===== src/rtl/audio_level_beat_detector_core_defines.svh =====
// Assertion macros used by the audio level beat detector core.
`ifndef AUDIO_LEVEL_BEAT_DETECTOR_CORE_DEFINES_SVH
`define AUDIO_LEVEL_BEAT_DETECTOR_CORE_DEFINES_SVH

// Same-cycle implication, ignored while reset is asserted.
`define ALBD_ASSERT_IMP(lbl, clk, rst_n, ante, cons) \
    lbl: assert property (@(posedge clk) disable iff (!rst_n) (ante) |-> (cons)) \
        else $error("albd: same-cycle check failed");

// Next-cycle implication, ignored while reset is asserted.
`define ALBD_ASSERT_NXT(lbl, clk, rst_n, ante, cons) \
    lbl: assert property (@(posedge clk) disable iff (!rst_n) (ante) |=> (cons)) \
        else $error("albd: next-cycle check failed");

`endif


===== src/rtl/albd_pkg.sv =====
package albd_pkg;

    localparam int SAMPLE_BITS   = 12;
    localparam int TIME_W        = 32;
    localparam int LEVEL_W       = 7;
    localparam int CFG_IDX_W     = 8;
    localparam int CFG_DATA_W    = 16;
    localparam int SMOOTH_W      = 8;
    localparam int GAP_W         = 16;
    localparam int WINDOW_LEN_DEF = 16;

    localparam int WEIGHT_W      = SMOOTH_W + 1;
    localparam int ACC_W         = SAMPLE_BITS + WEIGHT_W;
    localparam int QUO_W         = LEVEL_W;
    localparam int DIV_W         = SAMPLE_BITS;
    localparam int DVD_W         = DIV_W + QUO_W;
    localparam int CNT_W         = 4;

    localparam logic [SAMPLE_BITS-1:0] FULL_SCALE = {SAMPLE_BITS{1'b1}};
    localparam logic [LEVEL_W-1:0]     LEVEL_MAX  = 7'd100;
    localparam logic [SAMPLE_BITS-1:0] PEAK_DECAY_NUM = 12'd4055;
    localparam int                     PEAK_DECAY_SHIFT = 12;

    localparam logic [SAMPLE_BITS-1:0] NOISE_FLOOR_RST = 12'd200;
    localparam logic [SMOOTH_W-1:0]    SMOOTH_RST      = 8'd205;
    localparam logic [GAP_W-1:0]       MIN_GAP_RST     = 16'd100;
    localparam logic [LEVEL_W-1:0]     MIN_LEVEL_RST   = 7'd20;

    localparam logic [CFG_IDX_W-1:0] REG_NOISE_FLOOR    = 8'd0;
    localparam logic [CFG_IDX_W-1:0] REG_SMOOTH_FACTOR  = 8'd1;
    localparam logic [CFG_IDX_W-1:0] REG_MIN_GAP_MS     = 8'd2;
    localparam logic [CFG_IDX_W-1:0] REG_MIN_BEAT_LEVEL = 8'd3;

    typedef enum logic [6:0] {
        S_IDLE  = 7'b0000001,
        S_IIR   = 7'b0000010,
        S_SCALE = 7'b0000100,
        S_DIVL  = 7'b0001000,
        S_WIN   = 7'b0010000,
        S_DIVM  = 7'b0100000,
        S_DONE  = 7'b1000000
    } t_state;

endpackage


===== src/rtl/albd_if.sv =====
interface albd_in_if;
    logic                                valid;
    logic                                ready;
    logic [albd_pkg::SAMPLE_BITS-1:0]    sample;
    logic [albd_pkg::TIME_W-1:0]         time_ms;

    modport source(output valid, sample, time_ms, input ready);
    modport sink(input valid, sample, time_ms, output ready);
endinterface

interface albd_out_if;
    logic                                valid;
    logic                                ready;
    logic [albd_pkg::LEVEL_W-1:0]        level;
    logic                                beat;
    logic [albd_pkg::SAMPLE_BITS-1:0]    smoothed_sample;
    logic [albd_pkg::SAMPLE_BITS-1:0]    peak;
    logic [albd_pkg::LEVEL_W-1:0]        window_mean;

    modport source(output valid, level, beat, smoothed_sample, peak, window_mean,
                   input ready);
    modport sink(input valid, level, beat, smoothed_sample, peak, window_mean,
                 output ready);
endinterface

interface albd_cfg_if;
    logic                                valid;
    logic                                ready;
    logic [albd_pkg::CFG_IDX_W-1:0]      index;
    logic [albd_pkg::CFG_DATA_W-1:0]     data;

    modport source(output valid, index, data, input ready);
    modport sink(input valid, index, data, output ready);
endinterface


===== src/rtl/albd_ram.sv =====
module albd_ram #(
    parameter int WIDTH = albd_pkg::LEVEL_W,
    parameter int DEPTH = albd_pkg::WINDOW_LEN_DEF
) (
    input  logic                     i_clk,
    input  logic                     i_wr_en,
    input  logic [$clog2(DEPTH)-1:0] i_wr_addr,
    input  logic [WIDTH-1:0]         i_wr_data,
    input  logic                     i_rd_en,
    input  logic [$clog2(DEPTH)-1:0] i_rd_addr,
    output logic [WIDTH-1:0]         o_rd_data
);

    logic [WIDTH-1:0] r_mem [DEPTH];
    logic [WIDTH-1:0] r_rd_data;

    always_ff @(posedge i_clk) begin
        if (i_wr_en) begin
            r_mem[i_wr_addr] <= i_wr_data;
        end
        if (i_rd_en) begin
            r_rd_data <= r_mem[i_rd_addr];
        end
    end

    assign o_rd_data = r_rd_data;

endmodule


===== src/rtl/audio_level_beat_detector_core.sv =====
// Channel  Direction  Words carried
// i_in     in         sample, time_ms
// o_out    out        level, beat, smoothed_sample, peak, window_mean
// i_cfg    in         index, data (register writes, always ready)
//
// A word goes from acceptance to a loaded result register through a bit-serial
// multiply-accumulate for the smoothing filter, then two seven-step restoring
// divisions on one shared divider for level and mean.
// The input is ready again the cycle after that load.
// Reset is synchronous and clears the filter, peak, window valid bits and beat time.
// A new word is accepted while a finished result still waits in the output
// register; the last step holds until that register is free.
`include "audio_level_beat_detector_core_defines.svh"

module audio_level_beat_detector_core #(
    parameter int WINDOW_LEN = albd_pkg::WINDOW_LEN_DEF
) (
    input  logic        i_clk,
    input  logic        i_rst_n,
    albd_in_if.sink     i_in,
    albd_out_if.source  o_out,
    albd_cfg_if.sink    i_cfg
);

    localparam int SB    = albd_pkg::SAMPLE_BITS;
    localparam int LW    = albd_pkg::LEVEL_W;
    localparam int TW    = albd_pkg::TIME_W;
    localparam int PW    = $clog2(WINDOW_LEN);
    localparam int TOT_W = $clog2(WINDOW_LEN * 100 + 1);
    localparam int ACC_W = albd_pkg::ACC_W;
    localparam int DIV_W = albd_pkg::DIV_W;
    localparam int DVD_W = albd_pkg::DVD_W;
    localparam int QW    = albd_pkg::QUO_W;
    localparam int CW    = albd_pkg::CNT_W;
    localparam int PEAK_SH = albd_pkg::PEAK_DECAY_SHIFT;
    localparam logic [TOT_W-1:0] TOT_MAX = TOT_W'(WINDOW_LEN * 100);

    albd_pkg::t_state r_state, n_state;

    logic [SB-1:0]                  r_noise_floor;
    logic [albd_pkg::SMOOTH_W-1:0]  r_smooth;
    logic [albd_pkg::GAP_W-1:0]     r_min_gap;
    logic [LW-1:0]                  r_min_level;

    logic [SB-1:0]                  r_filt, n_filt;
    logic [SB-1:0]                  r_peak, n_peak;
    logic [PW-1:0]                  r_pos, n_pos;
    logic [TOT_W-1:0]               r_total, n_total;
    logic [TW-1:0]                  r_last, n_last;
    logic [WINDOW_LEN-1:0]          r_win_vld, n_win_vld;
    logic                           r_out_valid, n_out_valid;

    logic [SB-1:0]                  r_sample;
    logic [TW-1:0]                  r_time;
    logic [ACC_W-1:0]               r_acc, n_acc;
    logic [DIV_W-1:0]               r_rem, n_rem;
    logic [QW-1:0]                  r_dvd_lo, n_dvd_lo;
    logic [DIV_W-1:0]               r_dvs, n_dvs;
    logic [QW-1:0]                  r_quo, n_quo;
    logic [CW-1:0]                  r_cnt, n_cnt;
    logic [LW-1:0]                  r_level, n_level;

    logic [LW-1:0]                  r_o_level, n_o_level;
    logic                           r_o_beat, n_o_beat;
    logic [SB-1:0]                  r_o_smooth, n_o_smooth;
    logic [SB-1:0]                  r_o_peak, n_o_peak;
    logic [LW-1:0]                  r_o_mean, n_o_mean;

    logic                           in_fire;
    logic                           out_free;
    logic [albd_pkg::WEIGHT_W-1:0]  w_prev;
    logic [albd_pkg::WEIGHT_W-1:0]  w_new;
    logic [SB:0]                    acc_hi;
    logic [SB-1:0]                  filt_now;
    logic                           lvl_ok;
    logic [SB-1:0]                  rem_val;
    logic [SB-1:0]                  span_val;
    logic [DVD_W-1:0]               lvl_dvd;
    logic [SB+PEAK_SH-1:0]          peak_prod;
    logic [DIV_W:0]                 div_try;
    logic                           div_ge;
    logic [LW-1:0]                  level_now;
    logic [LW-1:0]                  old_level;
    logic [TOT_W-1:0]               total_now;
    logic [DVD_W-1:0]               mean_dvd;
    logic [LW:0]                    thr;
    logic                           beat_now;
    logic                           ram_we;
    logic [LW-1:0]                  ram_rd_data;

    assign in_fire    = i_in.valid && i_in.ready;
    assign out_free   = !r_out_valid || o_out.ready;
    assign i_in.ready = (r_state == albd_pkg::S_IDLE);
    assign i_cfg.ready = 1'b1;

    assign o_out.valid           = r_out_valid;
    assign o_out.level           = r_o_level;
    assign o_out.beat            = r_o_beat;
    assign o_out.smoothed_sample = r_o_smooth;
    assign o_out.peak            = r_o_peak;
    assign o_out.window_mean     = r_o_mean;

    albd_ram #(
        .WIDTH (LW),
        .DEPTH (WINDOW_LEN)
    ) u_window (
        .i_clk     (i_clk),
        .i_wr_en   (ram_we),
        .i_wr_addr (r_pos),
        .i_wr_data (level_now),
        .i_rd_en   (in_fire),
        .i_rd_addr (r_pos),
        .o_rd_data (ram_rd_data)
    );

    always_comb begin
        w_prev    = {1'b0, r_smooth};
        w_new     = 9'd256 - {1'b0, r_smooth};
        acc_hi    = r_acc[ACC_W-1:ACC_W-SB-1];
        filt_now  = acc_hi[SB] ? albd_pkg::FULL_SCALE : acc_hi[SB-1:0];
        lvl_ok    = (r_noise_floor < albd_pkg::FULL_SCALE) && (filt_now > r_noise_floor);
        rem_val   = filt_now - r_noise_floor;
        span_val  = albd_pkg::FULL_SCALE - r_noise_floor;
        lvl_dvd   = DVD_W'(rem_val) * DVD_W'(albd_pkg::LEVEL_MAX);
        peak_prod = (SB + PEAK_SH)'(r_peak) * (SB + PEAK_SH)'(albd_pkg::PEAK_DECAY_NUM);
        div_try   = {r_rem, r_dvd_lo[QW-1]};
        div_ge    = div_try >= {1'b0, r_dvs};
        level_now = (r_quo > albd_pkg::LEVEL_MAX) ? albd_pkg::LEVEL_MAX : r_quo;
        old_level = r_win_vld[r_pos] ? ram_rd_data : '0;
        total_now = r_total - TOT_W'(old_level) + TOT_W'(level_now);
        mean_dvd  = DVD_W'(total_now);
        thr       = {1'b0, r_quo} + {2'b00, r_quo[QW-1:1]};
        beat_now  = ({1'b0, r_level} > thr) && (r_level > r_min_level)
                    && ((r_time - r_last) > TW'(r_min_gap));
    end

    always_comb begin
        n_state     = r_state;
        n_filt      = r_filt;
        n_peak      = r_peak;
        n_pos       = r_pos;
        n_total     = r_total;
        n_last      = r_last;
        n_win_vld   = r_win_vld;
        n_out_valid = r_out_valid;
        n_acc       = r_acc;
        n_rem       = r_rem;
        n_dvd_lo    = r_dvd_lo;
        n_dvs       = r_dvs;
        n_quo       = r_quo;
        n_cnt       = r_cnt;
        n_level     = r_level;
        n_o_level   = r_o_level;
        n_o_beat    = r_o_beat;
        n_o_smooth  = r_o_smooth;
        n_o_peak    = r_o_peak;
        n_o_mean    = r_o_mean;
        ram_we      = 1'b0;

        if (r_out_valid && o_out.ready) begin
            n_out_valid = 1'b0;
        end

        unique case (r_state)
            albd_pkg::S_IDLE: begin
                if (in_fire) begin
                    n_acc   = '0;
                    n_cnt   = CW'(albd_pkg::WEIGHT_W - 1);
                    n_state = albd_pkg::S_IIR;
                end
            end
            albd_pkg::S_IIR: begin
                n_acc = {r_acc[ACC_W-2:0], 1'b0}
                        + (w_prev[r_cnt] ? ACC_W'(r_filt) : '0)
                        + (w_new[r_cnt] ? ACC_W'(r_sample) : '0);
                n_cnt = r_cnt - CW'(1);
                if (r_cnt == '0) begin
                    n_state = albd_pkg::S_SCALE;
                end
            end
            albd_pkg::S_SCALE: begin
                n_filt = filt_now;
                if (filt_now > r_peak) begin
                    n_peak = filt_now;
                end else begin
                    n_peak = peak_prod[SB+PEAK_SH-1:PEAK_SH];
                end
                if (lvl_ok) begin
                    n_rem    = lvl_dvd[DVD_W-1:QW];
                    n_dvd_lo = lvl_dvd[QW-1:0];
                    n_dvs    = span_val;
                end else begin
                    n_rem    = '0;
                    n_dvd_lo = '0;
                    n_dvs    = DIV_W'(1);
                end
                n_quo   = '0;
                n_cnt   = CW'(QW - 1);
                n_state = albd_pkg::S_DIVL;
            end
            albd_pkg::S_DIVL, albd_pkg::S_DIVM: begin
                n_rem    = div_ge ? DIV_W'(div_try - {1'b0, r_dvs}) : div_try[DIV_W-1:0];
                n_dvd_lo = {r_dvd_lo[QW-2:0], 1'b0};
                n_quo    = {r_quo[QW-2:0], div_ge};
                n_cnt    = r_cnt - CW'(1);
                if (r_cnt == '0) begin
                    n_state = (r_state == albd_pkg::S_DIVL) ? albd_pkg::S_WIN
                                                             : albd_pkg::S_DONE;
                end
            end
            albd_pkg::S_WIN: begin
                ram_we           = 1'b1;
                n_level          = level_now;
                n_total          = total_now;
                n_win_vld[r_pos] = 1'b1;
                n_pos            = (r_pos == PW'(WINDOW_LEN - 1)) ? '0 : r_pos + PW'(1);
                n_rem            = mean_dvd[DVD_W-1:QW];
                n_dvd_lo         = mean_dvd[QW-1:0];
                n_dvs            = DIV_W'(WINDOW_LEN);
                n_quo            = '0;
                n_cnt            = CW'(QW - 1);
                n_state          = albd_pkg::S_DIVM;
            end
            albd_pkg::S_DONE: begin
                if (out_free) begin
                    n_out_valid = 1'b1;
                    n_o_level   = r_level;
                    n_o_beat    = beat_now;
                    n_o_smooth  = r_filt;
                    n_o_peak    = r_peak;
                    n_o_mean    = r_quo;
                    if (beat_now) begin
                        n_last = r_time;
                    end
                    n_state = albd_pkg::S_IDLE;
                end
            end
            default: begin
                n_state = albd_pkg::S_IDLE;
            end
        endcase
    end

    always_ff @(posedge i_clk) begin
        if (!i_rst_n) begin
            r_state       <= albd_pkg::S_IDLE;
            r_noise_floor <= albd_pkg::NOISE_FLOOR_RST;
            r_smooth      <= albd_pkg::SMOOTH_RST;
            r_min_gap     <= albd_pkg::MIN_GAP_RST;
            r_min_level   <= albd_pkg::MIN_LEVEL_RST;
            r_filt        <= '0;
            r_peak        <= '0;
            r_pos         <= '0;
            r_total       <= '0;
            r_last        <= '0;
            r_win_vld     <= '0;
            r_out_valid   <= 1'b0;
        end else begin
            r_state     <= n_state;
            r_filt      <= n_filt;
            r_peak      <= n_peak;
            r_pos       <= n_pos;
            r_total     <= n_total;
            r_last      <= n_last;
            r_win_vld   <= n_win_vld;
            r_out_valid <= n_out_valid;
            if (i_cfg.valid && i_cfg.ready) begin
                unique case (i_cfg.index)
                    albd_pkg::REG_NOISE_FLOOR:    r_noise_floor <= i_cfg.data[SB-1:0];
                    albd_pkg::REG_SMOOTH_FACTOR:  r_smooth <= i_cfg.data[albd_pkg::SMOOTH_W-1:0];
                    albd_pkg::REG_MIN_GAP_MS:     r_min_gap <= i_cfg.data[albd_pkg::GAP_W-1:0];
                    albd_pkg::REG_MIN_BEAT_LEVEL: r_min_level <= i_cfg.data[LW-1:0];
                    default: begin
                    end
                endcase
            end
        end
    end

    always_ff @(posedge i_clk) begin
        if (in_fire) begin
            r_sample <= i_in.sample;
            r_time   <= i_in.time_ms;
        end
        r_acc      <= n_acc;
        r_rem      <= n_rem;
        r_dvd_lo   <= n_dvd_lo;
        r_dvs      <= n_dvs;
        r_quo      <= n_quo;
        r_cnt      <= n_cnt;
        r_level    <= n_level;
        r_o_level  <= n_o_level;
        r_o_beat   <= n_o_beat;
        r_o_smooth <= n_o_smooth;
        r_o_peak   <= n_o_peak;
        r_o_mean   <= n_o_mean;
    end

    `ALBD_ASSERT_NXT(a_busy_after_accept, i_clk, i_rst_n, in_fire, !i_in.ready)
    `ALBD_ASSERT_IMP(a_level_range, i_clk, i_rst_n, o_out.valid, o_out.level <= albd_pkg::LEVEL_MAX)
    `ALBD_ASSERT_IMP(a_beat_above_min, i_clk, i_rst_n, o_out.valid && o_out.beat, o_out.level > r_min_level)
    `ALBD_ASSERT_IMP(a_total_range, i_clk, i_rst_n, 1'b1, r_total <= TOT_MAX)

endmodule


===== src/flat_wrapper.sv =====
// flat-port wrapper written by rule: the top's interface ports become plain ports
module audio_level_beat_detector_core_flat 
#(
    parameter int WINDOW_LEN = albd_pkg::WINDOW_LEN_DEF
)
  (i_clk, i_rst_n, i_in_valid, i_in_sample, i_in_time_ms, i_in_ready, o_out_valid, o_out_level, o_out_beat, o_out_smoothed_sample, o_out_peak, o_out_window_mean, o_out_ready, i_cfg_valid, i_cfg_index, i_cfg_data, i_cfg_ready);
  albd_in_if i_in_i ();
  albd_out_if o_out_i ();
  albd_cfg_if i_cfg_i ();
  input  logic i_clk;
  input  logic i_rst_n;
  input wire logic [$bits(i_in_i.valid)-1:0] i_in_valid;
  input wire logic [$bits(i_in_i.sample)-1:0] i_in_sample;
  input wire logic [$bits(i_in_i.time_ms)-1:0] i_in_time_ms;
  output wire logic [$bits(i_in_i.ready)-1:0] i_in_ready;
  output wire logic [$bits(o_out_i.valid)-1:0] o_out_valid;
  output wire logic [$bits(o_out_i.level)-1:0] o_out_level;
  output wire logic [$bits(o_out_i.beat)-1:0] o_out_beat;
  output wire logic [$bits(o_out_i.smoothed_sample)-1:0] o_out_smoothed_sample;
  output wire logic [$bits(o_out_i.peak)-1:0] o_out_peak;
  output wire logic [$bits(o_out_i.window_mean)-1:0] o_out_window_mean;
  input wire logic [$bits(o_out_i.ready)-1:0] o_out_ready;
  input wire logic [$bits(i_cfg_i.valid)-1:0] i_cfg_valid;
  input wire logic [$bits(i_cfg_i.index)-1:0] i_cfg_index;
  input wire logic [$bits(i_cfg_i.data)-1:0] i_cfg_data;
  output wire logic [$bits(i_cfg_i.ready)-1:0] i_cfg_ready;
  assign i_in_i.valid = i_in_valid;
  assign i_in_i.sample = i_in_sample;
  assign i_in_i.time_ms = i_in_time_ms;
  assign i_in_ready = i_in_i.ready;
  assign o_out_valid = o_out_i.valid;
  assign o_out_level = o_out_i.level;
  assign o_out_beat = o_out_i.beat;
  assign o_out_smoothed_sample = o_out_i.smoothed_sample;
  assign o_out_peak = o_out_i.peak;
  assign o_out_window_mean = o_out_i.window_mean;
  assign o_out_i.ready = o_out_ready;
  assign i_cfg_i.valid = i_cfg_valid;
  assign i_cfg_i.index = i_cfg_index;
  assign i_cfg_i.data = i_cfg_data;
  assign i_cfg_ready = i_cfg_i.ready;
  audio_level_beat_detector_core #(.WINDOW_LEN(WINDOW_LEN)) u_core (.i_clk(i_clk), .i_rst_n(i_rst_n), .i_in(i_in_i), .o_out(o_out_i), .i_cfg(i_cfg_i));
endmodule

===== config.mk =====
export PLATFORM = sky130hd
export DESIGN_NAME = audio_level_beat_detector_core_flat
export DESIGN_NICKNAME = d
export VERILOG_FILES = /design/src/rtl/albd_pkg.sv /design/src/rtl/albd_if.sv /design/src/rtl/albd_ram.sv /design/src/rtl/audio_level_beat_detector_core.sv /design/src/flat_wrapper.sv
export VERILOG_INCLUDE_DIRS = /design/src /design/src/rtl
export SDC_FILE = /design/constraint.sdc
export NUM_CORES = 1
export LEC_CHECK = 0
export BUFFER_PORTS_ARGS = -buffer_cell sky130_fd_sc_hd__buf_4
export CORE_ASPECT_RATIO = 0.9
export CORE_UTILIZATION = 57
export DETAILED_ROUTE_END_ITERATION = 10
export PLACE_DENSITY = 0.86
export SYNTH_ARGS = -nofsm -noshare
export SYNTH_HDL_FRONTEND = slang
export SYNTH_SLANG_ARGS = --single-unit

===== constraint.sdc =====
create_clock -name i_clk -period 5.5 [get_ports i_clk]
set_input_delay 1.1 -clock i_clk [delete_from_list [all_inputs] [get_ports i_clk]]
set_output_delay 1.1 -clock i_clk [all_outputs]
set_load 0.1 [all_outputs]

==> metrics, run 1 <==
status=finished clean; FILL cells=3126; DR WL/cell=~19 µm; Clock Tree Buf Depth=3; worst setup path endpoint=u_core.r_last[24]; f_max=188 MHz; largest net degree at the start of global routing=84; fin nets=approximately 2.9k; Layout Cells excl Fill=3100; Routed WL=around 60000 µm; Placed Cells=3018; Post-synth ARST share=0%; synth top area cells=edfxtp_1 (32%), ha_1 (12%), dfxtp_1 (11%); min Tclk post-route=5.31 ns; Final Cell Area=28600 µm²; Fin. Hold Viols=0; Worst R2R Setup Slack=around 0.19 ns; Hold Crit Class=reg2reg; GRT Residual Overflow=0; Critical Path Max Stage Delay=0.43 ns; Worst R2R Path Depth=23; post-synthesis sequential area ratio=roughly 43%; Worst slew margin=slightly below 7%; Final Slew Violations=0; Initial Util=~60%; min setup slack post-route=roughly 0.19 ns; Final Core Density=approximately two thirds; setup violators final=0; DRC violations left=0; dpl hpwl=43700 µm; Core Area=~43000 µm²; row cnt=between 70 and 80; P&R area growth vs syn=13.1%; pwr/cell area=~310 nW/µm²; Port-buffer cells=113; Critical Path AT=~5.7 ns; initial antenna violation count=0; Die Span Y=between 200 and 250 µm; Worst setup EP type=flop; CP startpoint=u_core.r_time[0]; leakage power=about 12 nW; CP cell instances=inv_1 -> ha_1 -> inv_1 -> fa_1 -> a211oi_2 -> o211ai_2 -> nand3_1 -> o21ai_0 -> a21oi_1 -> xnor2_1 -> ha_1 -> or2_2 -> a211oi_1 -> nor3_1 -> a2111oi_2 -> o211ai_1 -> nor4_1 -> nand4_1 -> nor4_2 -> buf_4 -> nor3b_4 -> buf_12 -> mux2i_1; Critical-path top delay cell=fa_1; post-synthesis cell type count=83; via count=roughly 18k; worst r2r dst=u_core.r_last[24]; I/O pin count=115; CTS tree=yes; die area=45200 µm²; number of synthesized flops with an enable pin=272; count leader, synth=inv_1; die width=approximately 220 µm; Worst-Skew Late Latency=a little under 0.6 ns; synthesized flop and latch total=between 400 and 500; clock buffer count from CTS=42; Worst IR Drop VDD=about 0.32 mV; top post-synthesis cells by count=inv_1 (300), edfxtp_1 (272), ha_1 (244); Top FF cell, synth=edfxtp_1; Global Route Usage Sum=26.7%; Data required, critical path=around 6 ns; Synth Net Count=~2.8k; HP Start=u_core.r_last[30]; number of diodes=0; GP Congestion=0.954; root cell of the clock tree=clkbuf_16; DRT antenna net count=0; Clock Sinks=410; Syn Inst Count=around 2.4k; DRT iter0 DRCs=~1.2k; Placement Cell Area=roughly 27000 µm²; syn_area_per_cell=around 11 µm²; crit path kind=reg2reg; layout cells sized above 1=between 10% and 20%; area share of the largest cell type after synthesis=32.3%; max-cap viol count=0; global-route wire length before repair=around 96000 µm; Warnings, synthesis=0; Vias/cell=5.83; multi-input logic area=approximately 13000 µm²; CP startpoint kind=flop; Final Cycle Share=about 97%; DRT Pass-1 Iters=6; Worst Max-Slew Pin Slew=1.39 ns; H-tree lvl count=2; Reg clk slew, reported paths=approximately 0.060 ns; Post-Synthesis Cell Area=~25000 µm²; worst flop-to-flop path startpoint=u_core.r_time[0]; Placement Setup Slack=-0.182 ns; Yosys top cell by area=edfxtp_1; vias in the first global route=around 19k; register area=10900 µm²; Crit Path Max Fanout=32; Max Clock Skew=around 0.046 ns
==> per-layer routing <==
| metal | vias up | wire, µm | share of wire [%] | track usage [%] |
|---|---|---|---|---|
| met5 | - | 0 | 0 | 0 |
| met4 | 0 | 2200 | 3.7 | 11.1 |
| met3 | 159 | 3270 | 5.5 | 3.91 |
| met2 | 585 | 29800 | 50 | 45.8 |
| met1 | 8866 | 24500 | 41 | 33.8 |
| li1 | 8469 | - | - | - |
==> power by group <==
| part | switching [mW] | internal (mW) | leakage, nW |
|---|---|---|---|
| sequential | 0.0481 | 3.41 | 3.62 |
| combinational | 1.22 | 0.929 | 7.59 |
| clock | 1.28 | 1.84 | 0.745 |
| total | 2.55 | 6.18 | 12.0 |
==> logic make-up after synthesis <==
| kind of cell | count (synthesis) | synth area share [%] |
|---|---|---|
| adder cells (fa/ha/maj) | 328 | 18.7 |
| AND/OR/NAND/NOR | 633 | 11.6 |
| buffers and inverters | 377 | 5.83 |
| AO/OA/AOI/OAI | 371 | 9.72 |
| XOR/XNOR | 95 | 3.29 |
| multiplexers | 136 | 7.54 |
| flip-flops | 410 | 43.3 |
| other | 1 | 0.0148 |
==> metrics by stage <==
step                TNS, ns  hold WS, ns  power (mW)
floorplan                 0        0.423        5.03
global placement          0        0.442        5.38
detailed placement    -1.16        0.448        5.47
CTS                       0        0.460        8.63
global route         -0.269        0.478        9.14
finish                    0        0.458        8.73
==> cell usage in the layout, fill, tap and decap left out, types with 7 or more instances in the layout <==
cell	n
o21ai_0	52
and2_1	21
a21oi_1	100
xor2_1	39
clkinv_2	9
bufinv_16	8
a31oi_1	10
o21ai_1	10
ha_1	243
edfxtp_1	272
inv_1	297
nor2b_1	28
mux4_2	43
o21a_1	27
nor2_1	204
nand2b_1	20
nand2_1	198
nand4_1	29
or2_2	10
or3_1	13
fa_1	81
o22ai_1	10
clkbuf_16	42
xnor2_1	54
a211oi_1	21
buf_4	153
o221ai_1	7
nor4_1	7
nor3_1	38
o21bai_1	11
a21o_1	32
a21oi_2	12
o211ai_1	18
nand3_1	23
dfxtp_1	132
mux2i_1	89
==> worst min-delay path by stage <==
stage,end,slack [ns],cells past startpoint
after floorplan,u_core.o_out.smoothed_sample[0],0.42,0
after global placement,u_core.r_last[20],0.44,2
after detailed placement,u_core.o_out.level[0],0.45,0
after CTS,u_core.r_last[30],0.46,2
after global routing,u_core.r_last[26],0.48,2
final,u_core.r_last[30],0.46,2
==> state kept, by name, summed over array words and instances (netlist names), 8 cells and up <==
name                          flops
u_core.r_peak                    12
u_core.r_noise_floor             12
u_core.r_total                   11
u_core.r_rem                     12
u_core.o_out.peak                12
u_core.r_filt                    12
u_core.r_last                    32
u_core.r_win_vld                 16
u_core.u_window.r_mem           112
u_core.r_smooth                   8
u_core.r_min_gap                 16
u_core.r_acc                     21
u_core.o_out.smoothed_sample     12
u_core.r_sample                  12
u_core.r_time                    32
u_core.r_dvs                     12
==> cell type report <==
cell class | instances | area share [%]
Clock inverter | 31 | 1.49
Tap cell | 592 | 2.59
Sequential cell | 410 | 38.3
Multi-Input combinational cell | 1564 | 45.7
Inverter | 301 | 3.96
Timing Repair Buffer | 155 | 4.13
Clock buffer | 47 | 3.85
==> worst max-delay path, delay by kind of cell, from the launching register on <==
kind,cells,cell delay (ns)
muxes,1,0.15
and+or+nand+nor,7,1.30
AOI/OAI and AO/OA,7,1.64
buffers and inverters,4,0.53
DFF,1,0.42
adders and majority gates,3,0.88
xor gates and xnor gates,1,0.17
==> timing repair <==
| item | CTS | global route |
|---|---|---|
| hold buffers | 0 | 0 |
| pin swaps | 0 | 9 |
| cloned | 0 | 0 |
| buffers inserted | 1 | 3 |
| endpoints found under the setup margin | 12 | 55 |
| resized for setup | 8 | 49 |
Power figures use the tool's default switching activity.
==> inputs of run 2 (changes only) <==
Settings changed: CORE_UTILIZATION 57 to 68, PLACE_DENSITY 0.86 to 0.95.
Clock period 5.5 ns to 6.7 ns, I/O delays scaled along.
==> run 2 against run 1 <==
Combinational power down 23%. Largest cell class unchanged. Utilization up 11 points. Sequential share of layout area up 0.94 points. Fmax is 15% lower. Register-to-register slack better by 0.27 ns. Highest routed layer unchanged. Clock power decreased by 25%. Cell area down 2.5%.
==> metrics, run 2 (same netlist as run 1, synthesis figures left out) <==
Worst IR Drop VDD=about 0.22 mV; layout cells sized above 1=approximately 11%; Met2 Wirelength=between 30000 and 40000 µm; commonest non-fill, non-tap cell in the layout=inv_1; crit path kind=reg2reg; DRC violations left=0; die area=between 30000 and 40000 µm²; Final Slew Violations=0; Switching Fraction=between 20% and 30%; die width=around 210 µm; Reg clk slew, reported paths=~0.060 ns; Initial Util=69.5%; Placed Cells=roughly 2.9k; H-tree lvl count=2; net switching power=roughly 2.0 mW; status=finished clean; Max Clock Skew=~0.019 ns; Highest Signal Layer=met4; Clock Tree Buf Depth=3; leakage power=~12 nW; pwr/cell area=about 250 nW/µm²; I/O pin count=around 120; Vias/cell=6.35; initial antenna violation count=1; Critical Path Max Stage Delay=~0.76 ns; CP cell instances=nand2_1 -> nor3_1 -> a221oi_1 -> o21a_1 -> mux4_2 -> o21ai_0 -> buf_4 -> nand2_1 -> fa_1 -> inv_1 -> ha_1 -> a21o_1 -> a21oi_1 -> o21bai_1 -> a21oi_1 -> o21bai_1 -> a211oi_1 -> o21ai_0 -> a31oi_1 -> or3_1 -> a21oi_1; Hold Crit Class=reg2reg; Placement Cell Area=roughly 27000 µm²; RSZ-0062 raised after global routing=false; Port-buffer cells=about 110; Comb pwr share=between 20% and 30%; global-route wire length before repair=between 100000 and 150000 µm; Worst setup EP type=flop; root cell of the clock tree=clkbuf_16; Core Area=~36000 µm²; Final Cycle Share=between 90% and 100%; GRT Residual Overflow=0; Critical Path AT=approximately 6.6 ns; DRT antenna net count=0; number of gates resized after CTS=0; Regs by FF count=u_core.u_window.r_mem (112), u_core.r_last (32), u_core.r_time (32); most frequent cells in the layout=inv_1 (299), edfxtp_1 (272), ha_1 (244), nor2_1 (211), nand2_1 (198); via count=around 19k; Worst slew margin=roughly 25%; CTS tree=yes; DR WL/cell=roughly 22 µm; Metal-1 WL=between 20000 and 25000 µm; Largest register FFs=~110; setup violators final=0; Top cell by count, worst path=a21oi_1; Fin. Hold Viols=0; WL met3=roughly 5000 µm; min Tclk post-route=roughly 6.2 ns; clock buffer count from CTS=between 40 and 50; Internal Power=4.85 mW; max-cap viol count=0; Global Route Usage Sum=~34%; f_max=160 MHz; Final Cell Area=27900 µm²; Routed WL=roughly 64000 µm; Worst-Skew Late Latency=around 0.57 ns; FILL cells=2164; Data required, critical path=between 7 and 8 ns; Layout Cells excl Fill=slightly below 3k; fin nets=~2.9k; CP startpoint kind=flop; GP Congestion=about 0.96; DRT iter0 DRCs=1722; P&R area growth vs syn=10.3%; Largest Register=u_core.u_window.r_mem; row cnt=66; largest net degree at the start of global routing=84; vias in the first global route=between 15k and 20k; hold_buf cts=0; Sequential Power Share=a little over two fifths; Worst Max-Slew Pin Slew=1.12 ns; share of power burned in the clock network=34.3%; Crit Path Max Fanout=17; Clock Sinks=410; setup bufs post-CTS=0; Critical-path top delay cell=edfxtp_1; Die Span Y=approximately 180 µm; DRT Pass-1 Iters=7; setup_tns=0 ns; dpl hpwl=around 44000 µm
-- run 2: cell count changes in the layout (fill, tap and decap cells not counted), moves of 5 or more --
cell	before	now
buf_4	153	130
clkbuf_1	2	11
a21oi_1	100	107
a21oi_2	12	5
nor2_1	204	211
o21ai_0	52	59
bufinv_16	8	3
clkinv_2	9	4
dfxtp_1	132	137
nor2_2	5	0
-- run 2: critical path, delay by kind of cell, from the launching register on --
kind | cells | cell delay [ns]
adder cells (fa/ha/maj) | 2 | 0.84
multiplexers | 1 | 0.45
flip-flops | 1 | 0.76
AND/OR/NAND/NOR | 4 | 0.86
AO/OA/AOI/OAI | 12 | 2.77
buffers and inverters | 2 | 0.32
-- run 2: path summary, 6_finish.rpt --
path | from | depth (start not counted) | slack, ns | endpoint
setup / recovery | u_core.r_cnt[0] | 21 | 0.46 | u_core.r_acc[18]
hold / removal | u_core.r_level[0] | 0 | 0.46 | u_core.o_out.level[0]
setup reg to reg | u_core.r_cnt[0] | 21 | 0.46 | u_core.r_acc[18]
hold reg to reg | u_core.r_level[0] | 0 | 0.46 | u_core.o_out.level[0]
-- run 2: metal layers --
| metal | GRT usage (%) | vias up |
|---|---|---|
| met5 | 0 | - |
| met4 | 17.0 | 0 |
| met3 | 5.30 | 272 |
| met2 | 59.0 | 1030 |
| met1 | 42.7 | 9049 |
| li1 | - | 8420 |
-- run 2: cell type report --
class	instances	area [µm²]	area share, %
Inverter	301	1130	4.06
Timing Repair Buffer	130	976	3.50
Tap cell	476	596	2.14
Clock buffer	57	1170	4.20
Multi-Input combinational cell	1564	12900	46.2
Antenna cell	1	2.50	0.00898
Sequential cell	410	10900	39.2
Clock inverter	17	174	0.624
-- run 2: power by group through the flow --
| stage | logic [mW] | registers [mW] | clock network, mW |
|---|---|---|---|
| finish | 1.65 | 2.85 | 2.35 |
| global route | 1.84 | 2.85 | 2.45 |
| CTS | 1.63 | 2.85 | 2.36 |
| detailed placement | 1.60 | 2.90 | 0 |
| global placement | 1.51 | 2.90 | 0 |
| floorplan | 1.25 | 2.88 | 0 |
-- run 2: through the flow --
step	util (%)	hold slack, ns	setup slack [ns]	power (mW)
CTS	76.7	0.462	0.658	6.84
finish	76.7	0.458	0.460	6.85
global route	76.7	0.466	0.125	7.15
global placement	73.0	0.442	1.12	4.40
detailed placement	73.0	0.448	0.805	4.50
floorplan	-	0.423	1.36	4.13
